--- src/hw/rtl/icalc_pkg.sv ---
// Shared types, constants and codes for the integer calculator with decimal output.
`default_nettype none

package icalc_pkg;

   localparam int DATA_WIDTH      = 32;
   localparam int MAX_CHARS       = 11;
   localparam int CHAR_WIDTH      = 8;
   localparam int OP_WIDTH        = 3;
   localparam int BCD_DIGITS      = (DATA_WIDTH * 30103) / 100000 + 1;
   localparam int BCD_BITS        = BCD_DIGITS * 4;
   localparam int CNT_WIDTH       = $clog2(DATA_WIDTH + 1);
   localparam int DIGIT_CNT_WIDTH = $clog2(BCD_DIGITS + 1);
   localparam int CHAR_CNT_WIDTH  = $clog2(MAX_CHARS + 1);
   localparam int QUEUE_DEPTH     = 2;
   localparam int QPTR_WIDTH      = $clog2(QUEUE_DEPTH);
   localparam int QCNT_WIDTH      = $clog2(QUEUE_DEPTH + 1);

   localparam logic [OP_WIDTH-1:0] OP_ADD = 3'd0;
   localparam logic [OP_WIDTH-1:0] OP_SUB = 3'd1;
   localparam logic [OP_WIDTH-1:0] OP_MUL = 3'd2;
   localparam logic [OP_WIDTH-1:0] OP_DIV = 3'd3;
   localparam logic [OP_WIDTH-1:0] OP_MOD = 3'd4;

   localparam logic [CHAR_WIDTH-1:0] CHAR_ZERO  = 8'h30;
   localparam logic [CHAR_WIDTH-1:0] CHAR_MINUS = 8'h2D;
   localparam logic [CHAR_WIDTH-1:0] CHAR_NONE  = 8'h00;

   typedef logic [DATA_WIDTH-1:0] word_type;

   typedef enum logic [2:0] {
      CLS_ADD,
      CLS_SUB,
      CLS_MUL,
      CLS_DIV,
      CLS_MOD,
      CLS_PASS,
      CLS_ZERO_DIV
   } cls_type;

   typedef struct packed {
      word_type left;
      word_type right;
      cls_type  cls;
   } job_type;

   typedef struct packed {
      logic    empty;
      job_type job;
   } queue_out_type;

   typedef enum logic [3:0] {
      ST_IDLE,
      ST_EXEC,
      ST_DIV,
      ST_DIV_END,
      ST_FIX,
      ST_CONV,
      ST_SIGN,
      ST_SKIP,
      ST_EMIT,
      ST_ERR
   } back_state_type;

endpackage

`default_nettype wire

--- src/hw/rtl/icalc_front.sv ---
// Front stage: registers each request and classifies its operation.
`default_nettype none

module icalc_front (
   input  logic                clock,
   input  logic                reset,
   input  icalc_pkg::word_type req_left_operand,
   input  icalc_pkg::word_type req_right_operand,
   input  logic [icalc_pkg::OP_WIDTH-1:0] req_op,
   input  logic                req_push,
   output logic                req_full,
   input  logic                q_full,
   output logic                q_push,
   output icalc_pkg::job_type  q_job
);
   import icalc_pkg::*;

   logic    valid_ff, valid_in;
   job_type job_ff, job_in;
   cls_type cls;
   logic    advance;

   always_comb begin
      case (req_op)
         OP_ADD:  cls = CLS_ADD;
         OP_SUB:  cls = CLS_SUB;
         OP_MUL:  cls = CLS_MUL;
         OP_DIV:  cls = (req_right_operand == '0) ? CLS_ZERO_DIV : CLS_DIV;
         OP_MOD:  cls = (req_right_operand == '0) ? CLS_ZERO_DIV : CLS_MOD;
         default: cls = CLS_PASS;
      endcase
   end

   assign advance  = !valid_ff || !q_full;
   assign req_full = !advance;
   assign q_push   = valid_ff && !q_full;
   assign q_job    = job_ff;

   always_comb begin
      valid_in = valid_ff;
      job_in   = job_ff;
      if (advance) begin
         valid_in = req_push;
         if (req_push) begin
            job_in.left  = req_left_operand;
            job_in.right = req_right_operand;
            job_in.cls   = cls;
         end
      end
   end

   always_ff @(posedge clock) begin
      if (reset) begin
         valid_ff <= 1'b0;
      end else begin
         valid_ff <= valid_in;
      end
      job_ff <= job_in;
   end

endmodule

`default_nettype wire

--- src/hw/rtl/icalc_queue.sv ---
// Short request queue between the front stage and the execution unit.
`default_nettype none

module icalc_queue (
   input  logic                     clock,
   input  logic                     reset,
   input  logic                     push,
   input  icalc_pkg::job_type       push_job,
   output logic                     full,
   input  logic                     pop,
   output icalc_pkg::queue_out_type q_out
);
   import icalc_pkg::*;

   job_type                 mem [QUEUE_DEPTH];
   logic [QPTR_WIDTH-1:0]   wr_ptr_ff, wr_ptr_in;
   logic [QPTR_WIDTH-1:0]   rd_ptr_ff, rd_ptr_in;
   logic [QCNT_WIDTH-1:0]   count_ff, count_in;
   logic                    do_push, do_pop;

   assign full        = (count_ff == QCNT_WIDTH'(QUEUE_DEPTH));
   assign q_out.empty = (count_ff == '0);
   assign q_out.job   = mem[rd_ptr_ff];
   assign do_push     = push && !full;
   assign do_pop      = pop && !q_out.empty;

   always_comb begin
      wr_ptr_in = do_push ? wr_ptr_ff + 1'b1 : wr_ptr_ff;
      rd_ptr_in = do_pop ? rd_ptr_ff + 1'b1 : rd_ptr_ff;
      count_in  = count_ff;
      if (do_push && !do_pop) begin
         count_in = count_ff + 1'b1;
      end else if (do_pop && !do_push) begin
         count_in = count_ff - 1'b1;
      end
   end

   always_ff @(posedge clock) begin
      if (reset) begin
         wr_ptr_ff <= '0;
         rd_ptr_ff <= '0;
         count_ff  <= '0;
      end else begin
         wr_ptr_ff <= wr_ptr_in;
         rd_ptr_ff <= rd_ptr_in;
         count_ff  <= count_in;
      end
   end

   always_ff @(posedge clock) begin
      if (do_push) begin
         mem[wr_ptr_ff] <= push_job;
      end
   end

   a_count_bound: assert property (@(posedge clock) disable iff (reset)
      count_ff <= QCNT_WIDTH'(QUEUE_DEPTH))
      else $error("queue count beyond depth");

   a_count_step: assert property (@(posedge clock) disable iff (reset)
      do_push && !do_pop |=> count_ff == $past(count_ff) + 1'b1)
      else $error("queue count did not advance on push");

   a_ptr_gap: assert property (@(posedge clock) disable iff (reset)
      count_ff == '0 |-> wr_ptr_ff == rd_ptr_ff)
      else $error("queue pointers apart while empty");

endmodule

`default_nettype wire

--- src/hw/rtl/icalc_back.sv ---
// Execution unit: arithmetic, serial divider, binary-to-decimal conversion and character output.
`default_nettype none

module icalc_back (
   input  logic                          clock,
   input  logic                          reset,
   input  icalc_pkg::queue_out_type      q_out,
   output logic                          q_pop,
   output logic [icalc_pkg::CHAR_WIDTH-1:0] rsp_ascii_char,
   output logic                          rsp_last_char,
   output logic                          rsp_div_error,
   output logic                          rsp_empty,
   input  logic                          rsp_pop
);
   import icalc_pkg::*;

   back_state_type              state_ff, state_in;
   word_type                    left_ff, left_in;
   word_type                    right_ff, right_in;
   word_type                    res_ff, res_in;
   word_type                    rem_ff, rem_in;
   cls_type                     cls_ff, cls_in;
   logic                        lneg_ff, lneg_in;
   logic                        rneg_ff, rneg_in;
   logic                        neg_ff, neg_in;
   logic [CNT_WIDTH-1:0]        cnt_ff, cnt_in;
   logic [BCD_BITS-1:0]         bcd_ff, bcd_in;
   logic [DIGIT_CNT_WIDTH-1:0]  dig_ff, dig_in;
   logic [CHAR_CNT_WIDTH-1:0]   chars_ff, chars_in;
   logic                        out_valid_ff, out_valid_in;
   logic [CHAR_WIDTH-1:0]       out_char_ff, out_char_in;
   logic                        out_last_ff, out_last_in;
   logic                        out_err_ff, out_err_in;

   logic [DATA_WIDTH:0]         rem_shift;
   logic [DATA_WIDTH:0]         rem_diff;
   logic                        fits;
   logic [BCD_BITS-1:0]         bcd_adj;
   logic [3:0]                  top_digit;
   logic                        slot;
   logic                        last_emit;
   logic                        last_sign;
   word_type                    prod;

   assign rem_shift = {rem_ff, res_ff[DATA_WIDTH-1]};
   assign rem_diff  = rem_shift - {1'b0, right_ff};
   assign fits      = !rem_diff[DATA_WIDTH];
   assign prod      = word_type'(left_ff * right_ff);
   assign top_digit = bcd_ff[BCD_BITS-1 -: 4];
   assign slot      = !out_valid_ff || rsp_pop;
   assign last_emit = (dig_ff == DIGIT_CNT_WIDTH'(1)) ||
                      (chars_ff == CHAR_CNT_WIDTH'(MAX_CHARS - 1));
   assign last_sign = (chars_ff == CHAR_CNT_WIDTH'(MAX_CHARS - 1));
   assign q_pop     = (state_ff == ST_IDLE) && !q_out.empty;

   always_comb begin
      for (int d = 0; d < BCD_DIGITS; d++) begin
         bcd_adj[d*4 +: 4] = (bcd_ff[d*4 +: 4] >= 4'd5) ? bcd_ff[d*4 +: 4] + 4'd3
                                                       : bcd_ff[d*4 +: 4];
      end
   end

   always_comb begin
      state_in     = state_ff;
      left_in      = left_ff;
      right_in     = right_ff;
      res_in       = res_ff;
      rem_in       = rem_ff;
      cls_in       = cls_ff;
      lneg_in      = lneg_ff;
      rneg_in      = rneg_ff;
      neg_in       = neg_ff;
      cnt_in       = cnt_ff;
      bcd_in       = bcd_ff;
      dig_in       = dig_ff;
      chars_in     = chars_ff;
      out_valid_in = out_valid_ff && !rsp_pop;
      out_char_in  = out_char_ff;
      out_last_in  = out_last_ff;
      out_err_in   = out_err_ff;

      case (state_ff)
         ST_IDLE: begin
            if (!q_out.empty) begin
               left_in  = q_out.job.left;
               right_in = q_out.job.right;
               cls_in   = q_out.job.cls;
               lneg_in  = q_out.job.left[DATA_WIDTH-1];
               rneg_in  = q_out.job.right[DATA_WIDTH-1];
               case (q_out.job.cls)
                  CLS_DIV, CLS_MOD: begin
                     res_in   = q_out.job.left[DATA_WIDTH-1] ? ~q_out.job.left + 1'b1
                                                             : q_out.job.left;
                     right_in = q_out.job.right[DATA_WIDTH-1] ? ~q_out.job.right + 1'b1
                                                              : q_out.job.right;
                     rem_in   = '0;
                     cnt_in   = CNT_WIDTH'(DATA_WIDTH);
                     state_in = ST_DIV;
                  end
                  CLS_ZERO_DIV: begin
                     state_in = ST_ERR;
                  end
                  default: begin
                     state_in = ST_EXEC;
                  end
               endcase
            end
         end
         ST_EXEC: begin
            case (cls_ff)
               CLS_ADD: res_in = left_ff + right_ff;
               CLS_SUB: res_in = left_ff - right_ff;
               CLS_MUL: res_in = prod;
               default: res_in = left_ff;
            endcase
            state_in = ST_FIX;
         end
         ST_DIV: begin
            res_in = {res_ff[DATA_WIDTH-2:0], fits};
            rem_in = fits ? rem_diff[DATA_WIDTH-1:0] : rem_shift[DATA_WIDTH-1:0];
            cnt_in = cnt_ff - 1'b1;
            if (cnt_ff == CNT_WIDTH'(1)) begin
               state_in = ST_DIV_END;
            end
         end
         ST_DIV_END: begin
            if (cls_ff == CLS_DIV) begin
               res_in = (lneg_ff ^ rneg_ff) ? ~res_ff + 1'b1 : res_ff;
            end else begin
               res_in = lneg_ff ? ~rem_ff + 1'b1 : rem_ff;
            end
            state_in = ST_FIX;
         end
         ST_FIX: begin
            neg_in   = res_ff[DATA_WIDTH-1];
            left_in  = res_ff[DATA_WIDTH-1] ? ~res_ff + 1'b1 : res_ff;
            bcd_in   = '0;
            cnt_in   = CNT_WIDTH'(DATA_WIDTH);
            state_in = ST_CONV;
         end
         ST_CONV: begin
            bcd_in  = {bcd_adj[BCD_BITS-2:0], left_ff[DATA_WIDTH-1]};
            left_in = {left_ff[DATA_WIDTH-2:0], 1'b0};
            cnt_in  = cnt_ff - 1'b1;
            if (cnt_ff == CNT_WIDTH'(1)) begin
               dig_in   = DIGIT_CNT_WIDTH'(BCD_DIGITS);
               chars_in = '0;
               state_in = neg_ff ? ST_SIGN : ST_SKIP;
            end
         end
         ST_SIGN: begin
            if (slot) begin
               out_valid_in = 1'b1;
               out_char_in  = CHAR_MINUS;
               out_last_in  = last_sign;
               out_err_in   = 1'b0;
               chars_in     = chars_ff + 1'b1;
               state_in     = last_sign ? ST_IDLE : ST_SKIP;
            end
         end
         ST_SKIP: begin
            if (top_digit == 4'd0 && dig_ff != DIGIT_CNT_WIDTH'(1)) begin
               bcd_in = {bcd_ff[BCD_BITS-5:0], 4'd0};
               dig_in = dig_ff - 1'b1;
            end else begin
               state_in = ST_EMIT;
            end
         end
         ST_EMIT: begin
            if (slot) begin
               out_valid_in = 1'b1;
               out_char_in  = CHAR_ZERO + {4'd0, top_digit};
               out_last_in  = last_emit;
               out_err_in   = 1'b0;
               bcd_in       = {bcd_ff[BCD_BITS-5:0], 4'd0};
               dig_in       = dig_ff - 1'b1;
               chars_in     = chars_ff + 1'b1;
               if (last_emit) begin
                  state_in = ST_IDLE;
               end
            end
         end
         ST_ERR: begin
            if (slot) begin
               out_valid_in = 1'b1;
               out_char_in  = CHAR_NONE;
               out_last_in  = 1'b1;
               out_err_in   = 1'b1;
               state_in     = ST_IDLE;
            end
         end
         default: begin
            state_in = ST_IDLE;
         end
      endcase
   end

   always_ff @(posedge clock) begin
      if (reset) begin
         state_ff     <= ST_IDLE;
         out_valid_ff <= 1'b0;
      end else begin
         state_ff     <= state_in;
         out_valid_ff <= out_valid_in;
      end
      left_ff     <= left_in;
      right_ff    <= right_in;
      res_ff      <= res_in;
      rem_ff      <= rem_in;
      cls_ff      <= cls_in;
      lneg_ff     <= lneg_in;
      rneg_ff     <= rneg_in;
      neg_ff      <= neg_in;
      cnt_ff      <= cnt_in;
      bcd_ff      <= bcd_in;
      dig_ff      <= dig_in;
      chars_ff    <= chars_in;
      out_char_ff <= out_char_in;
      out_last_ff <= out_last_in;
      out_err_ff  <= out_err_in;
   end

   assign rsp_empty      = !out_valid_ff;
   assign rsp_ascii_char = out_char_ff;
   assign rsp_last_char  = out_last_ff;
   assign rsp_div_error  = out_err_ff;

   a_err_shape: assert property (@(posedge clock) disable iff (reset)
      out_valid_ff && out_err_ff |-> out_last_ff && out_char_ff == CHAR_NONE)
      else $error("error response not a single blank last character");

   a_chars_bound: assert property (@(posedge clock) disable iff (reset)
      (state_ff == ST_EMIT || state_ff == ST_SIGN) |-> chars_ff < CHAR_CNT_WIDTH'(MAX_CHARS))
      else $error("character count past limit");

   a_no_overwrite: assert property (@(posedge clock) disable iff (reset)
      out_valid_ff && !rsp_pop |=> out_valid_ff && $stable(out_char_ff))
      else $error("held response overwritten");

   a_pop_idle: assert property (@(posedge clock) disable iff (reset)
      q_pop |=> state_ff != ST_IDLE)
      else $error("request taken without leaving idle");

   a_loop_count: assert property (@(posedge clock) disable iff (reset)
      (state_ff == ST_DIV || state_ff == ST_CONV) |-> cnt_ff != '0)
      else $error("shift loop count underflow");

endmodule

`default_nettype wire

--- src/hw/rtl/integer_calculator_decimal_out.sv ---
// Each request passes the front register and the queue; the execution unit then computes
// the result directly for add, subtract, multiply and pass, or with the bit-serial divider
// for divide and modulo; a divide or modulo by zero answers with its single response.
// Results pass the binary-to-decimal shift and leave as a minus sign if negative, then digits
// without leading zeros; a new request leaves the queue only after the last character.
// Reset: synchronous, active high; empties the queue and drops any response in progress.
`default_nettype none

module integer_calculator_decimal_out (
   input  logic                                        clock,
   input  logic                                        reset,
   input  logic signed [icalc_pkg::DATA_WIDTH-1:0]     req_left_operand,
   input  logic signed [icalc_pkg::DATA_WIDTH-1:0]     req_right_operand,
   input  logic [icalc_pkg::OP_WIDTH-1:0]              req_op,
   input  logic                                        req_push,
   output logic                                        req_full,
   output logic [icalc_pkg::CHAR_WIDTH-1:0]            rsp_ascii_char,
   output logic                                        rsp_last_char,
   output logic                                        rsp_div_error,
   output logic                                        rsp_empty,
   input  logic                                        rsp_pop
);
   import icalc_pkg::*;

   logic          q_full;
   logic          q_push;
   job_type       q_job;
   logic          q_pop;
   queue_out_type q_out;

   icalc_front u_front (
      .clock             (clock),
      .reset             (reset),
      .req_left_operand  (req_left_operand),
      .req_right_operand (req_right_operand),
      .req_op            (req_op),
      .req_push          (req_push),
      .req_full          (req_full),
      .q_full            (q_full),
      .q_push            (q_push),
      .q_job             (q_job)
   );

   icalc_queue u_queue (
      .clock    (clock),
      .reset    (reset),
      .push     (q_push),
      .push_job (q_job),
      .full     (q_full),
      .pop      (q_pop),
      .q_out    (q_out)
   );

   icalc_back u_back (
      .clock          (clock),
      .reset          (reset),
      .q_out          (q_out),
      .q_pop          (q_pop),
      .rsp_ascii_char (rsp_ascii_char),
      .rsp_last_char  (rsp_last_char),
      .rsp_div_error  (rsp_div_error),
      .rsp_empty      (rsp_empty),
      .rsp_pop        (rsp_pop)
   );

endmodule

`default_nettype wire
--- config.mk ---
export PLATFORM = sky130hd
export DESIGN_NAME = integer_calculator_decimal_out
export DESIGN_NICKNAME = d
export VERILOG_FILES = /design/src/hw/rtl/icalc_pkg.sv /design/src/hw/rtl/icalc_front.sv /design/src/hw/rtl/icalc_queue.sv /design/src/hw/rtl/icalc_back.sv /design/src/hw/rtl/integer_calculator_decimal_out.sv
export SDC_FILE = /design/constraint.sdc
export NUM_CORES = 2
export LEC_CHECK = 0
export ABC_AREA = 1
export BUFFER_PORTS_ARGS = -buffer_cell sky130_fd_sc_hd__buf_2
export CAP_MARGIN = 30
export CORE_UTILIZATION = 60
export DETAILED_ROUTE_END_ITERATION = 12
export GPL_ROUTABILITY_DRIVEN = 1
export PLACE_DENSITY = 0.79
export SYNTH_ARGS = -nofsm -noshare
export SYNTH_HDL_FRONTEND = slang
export SYNTH_SLANG_ARGS = --single-unit
--- constraint.sdc ---
create_clock -name clock -period 9.6 [get_ports clock]
set_input_delay 1.44 -clock clock [delete_from_list [all_inputs] [get_ports clock]]
set_output_delay 1.44 -clock clock [all_outputs]
set_load 0.05 [all_outputs]
==> metrics <==
type of the tightest min-delay check flip-flop to flip-flop; cells resized by post-CTS repair 0; DIE AREA 71300 sq um; fill cell instance count of the final layout 5719; Inserted Diodes 0; post-synthesis register bit count 408; Max-Slew Margin vs Limit 0.287; number of placement rows 96; Total GRT Usage 0.343; effective utilization at floorplan 0.610; number of global-route vias before repair 34118; Async S/R FF share, synth 0; total setup buffers inserted after CTS 0; result of the run finished, final reports clean; clock latency on the worst-skew pair 590 ps; final setup skew 42.4 ps; count of final setup violators 0; kind of critical path flip-flop to flip-flop; CTS Sinks 408; fmax 127 MHz; final weighted congestion in routability-driven placement 1.09; final worst path period share 0.818; number of maximum-capacitance constraint violations 0; Post-Syn Instances 5176; Synth-to-Final Area Change 6.71%; highest-delay cell along the critical path edfxtp_1; instance area at placement 43600 sq um; Worst-path clk slew 70 ps; distinct cell type count of the synthesized netlist 68; overall die width 267 um; TritonRoute pass-1 iters 6; number of enable-type register cells in the synthesized netlist 397; RSZ-0062 raised after global routing no; Std-Cell Core Area 69100 sq um; number of warnings printed during yosys synthesis 0; arrival time at the worst endpoint 8160 ps; layout cells sized above 1 0.0677; number of nets still failing antenna checks after routing 0; mean instance size in the synthesized netlist 8.14 sq um; per-cell via count in the routed design 5.72; Largest stage delay, worst path 850 ps; Worst Path Buf+Inv 6; antenna violations before repair 0; number of DRC markers after the initial detailed-route iteration 3869; most numerous cell on the critical path fa_1; Root Driver clkbuf_16; final instance area 45000 sq um; drt total wl 120 mm; filler-free cell count of the finished design 6148; vias post-DR 35184; total gr overflow 0; vertical extent of the die 267 um; per-cell routed wire length 19.5 um; Worst-Margin Slew 1070 ps; cell total after placement 6070; crit start category flip-flop; share of the yosys chip area belonging to registers 0.288; setup TNS 0 ps; Port Buffer Count 80; CP endpoint kind flip-flop; prevailing post-synth register cell edfxtp_1; number of H-tree levels 2; number of nets in the final layout 5886; Boundary Pins 83; data required time of the critical path 9910 ps; final worst path period need 7850 ps; clock buffer count from CTS 42; largest delay contributor family on the critical path adder cells; dpl hpwl 93.9 mm; CTS Hold Bufs 0; mapped cell area 42200 sq um; count of final max-slew check failures 0; Hold Fails Final Rpt 0; largest buffer count on any clock path 3; Max FO, Critical Path 19; TritonCTS clock tree built; pin count of the biggest net entering global routing 68; first-pass GRT wire length 187 mm; DRC violation count after routing 0
worst reg2reg max path: cells and delay by family (launching register included):
kind	cells	cell delay, ps
AOI/OAI and AO/OA	5	1070
and+or+nand+nor	7	1110
buffers and inverters	6	760
adders and majority gates	9	3840
DFF	1	850
Yosys cell counts, drive strengths merged, types with 25 or more instances:
master,number,share of area
buf,49,0.0064
xnor2,42,0.0087
nand4,32,0.0047
o221ai,25,0.0052
nand2,1134,0.10
fa,410,0.19
or2,68,0.010
nor2,325,0.031
clkbuf,150,0.013
a21oi,246,0.030
o21ai,321,0.040
inv,1133,0.10
o211ai,31,0.0055
edfxtp,397,0.28
xor2,141,0.029
nor3,50,0.0062
ha,221,0.066
nand3,193,0.024
layout by cell type (no fill, tap or decap), types with 13 or more instances in the layout:
master     instances
fa_1             410
nor3_1            46
a31oi_1           18
edfxtp_1         397
buf_4             80
o221ai_1          25
o21a_1            14
buf_2             80
or2_0             15
o21ai_0          277
o21ai_1           26
nor4_1            23
or2_2             35
xor2_1           140
mux2i_1           14
o211ai_1          31
inv_1           1111
ha_1             221
a21oi_1          239
or2_1             17
nand2_1         1125
xnor2_1           42
inv_2             22
o21ai_2           18
clkbuf_16         43
nor2_1           303
nand4_1           32
nand3b_1          13
nand3_1          188
layout make-up:
class	count	area [sq um]	area share
clock buffer	53	1120	0.0250
clock inverter	24	245	0.00545
inverter	1136	4260	0.0948
multi-input combinational	3434	25000	0.556
sequential	408	12100	0.270
tap	931	1160	0.0259
timing repair buffer	162	1040	0.0231
path summary, 6_finish.rpt:
check | from | to | slack (ps) | depth (start not counted)
setup / recovery | u_back.right_ff[3] | u_back.res_ff[21] | 1750 | 27
hold / removal | u_front.q_job[18] | u_queue.mem[1][18] | 440 | 0
setup reg to reg | u_back.right_ff[3] | u_back.res_ff[21] | 1750 | 27
hold reg to reg | u_front.q_job[18] | u_queue.mem[1][18] | 440 | 0
stage by stage:
step / setup slack [ps] / util / hold WS [ps]
6_report: 1750 / 0.651 / 440
3_3_place_gp: 1960 / 0.631 / 422
4_1_cts: 1840 / 0.651 / 442
5_1_grt: 1370 / 0.651 / 446
2_1_floorplan: 2780 / - / 421
3_5_place_dp: 1880 / 0.631 / 430
state kept, by name (all words and copies together) (netlist names), 3 cells and up, named ones only:
signal                 cells
u_back.res_ff             32
u_front.q_job             67
u_queue.mem              134
u_back.bcd_ff             40
u_back.dig_ff              4
u_back.rsp_ascii_char      6
u_back.state_ff            4
u_back.right_ff           32
u_back.left_ff            32
u_back.chars_ff            4
u_back.cnt_ff              6
u_back.cls_ff              3
u_back.rem_ff             32
per-layer routing:
metal,part of all wire,up-vias,global-route usage,routed length (um)
li1,-,16294,-,-
met1,0.40,16782,0.466,47900
met4,0.050,0,0.156,6040
met3,0.094,322,0.0442,11300
met5,0,-,0,0
met2,0.46,1786,0.552,54900
cells by family (layout without fill, tap and decap cells):
group                      after synthesis  after routing  synth area share
muxes                                   15             15           0.00365
xor gates and xnor gates               183            183            0.0382
AOI/OAI and AO/OA                      753            753             0.104
and+or+nand+nor                       1850           1850             0.185
adders and majority gates              631            631             0.260
DFF                                    408            408             0.288
other                                    1              2         0.0000890
buffers and inverters                 1335           1375             0.121
Power is not shown: default switching activity piles up to over one toggle a cycle in this logic, so the estimate is an artifact.
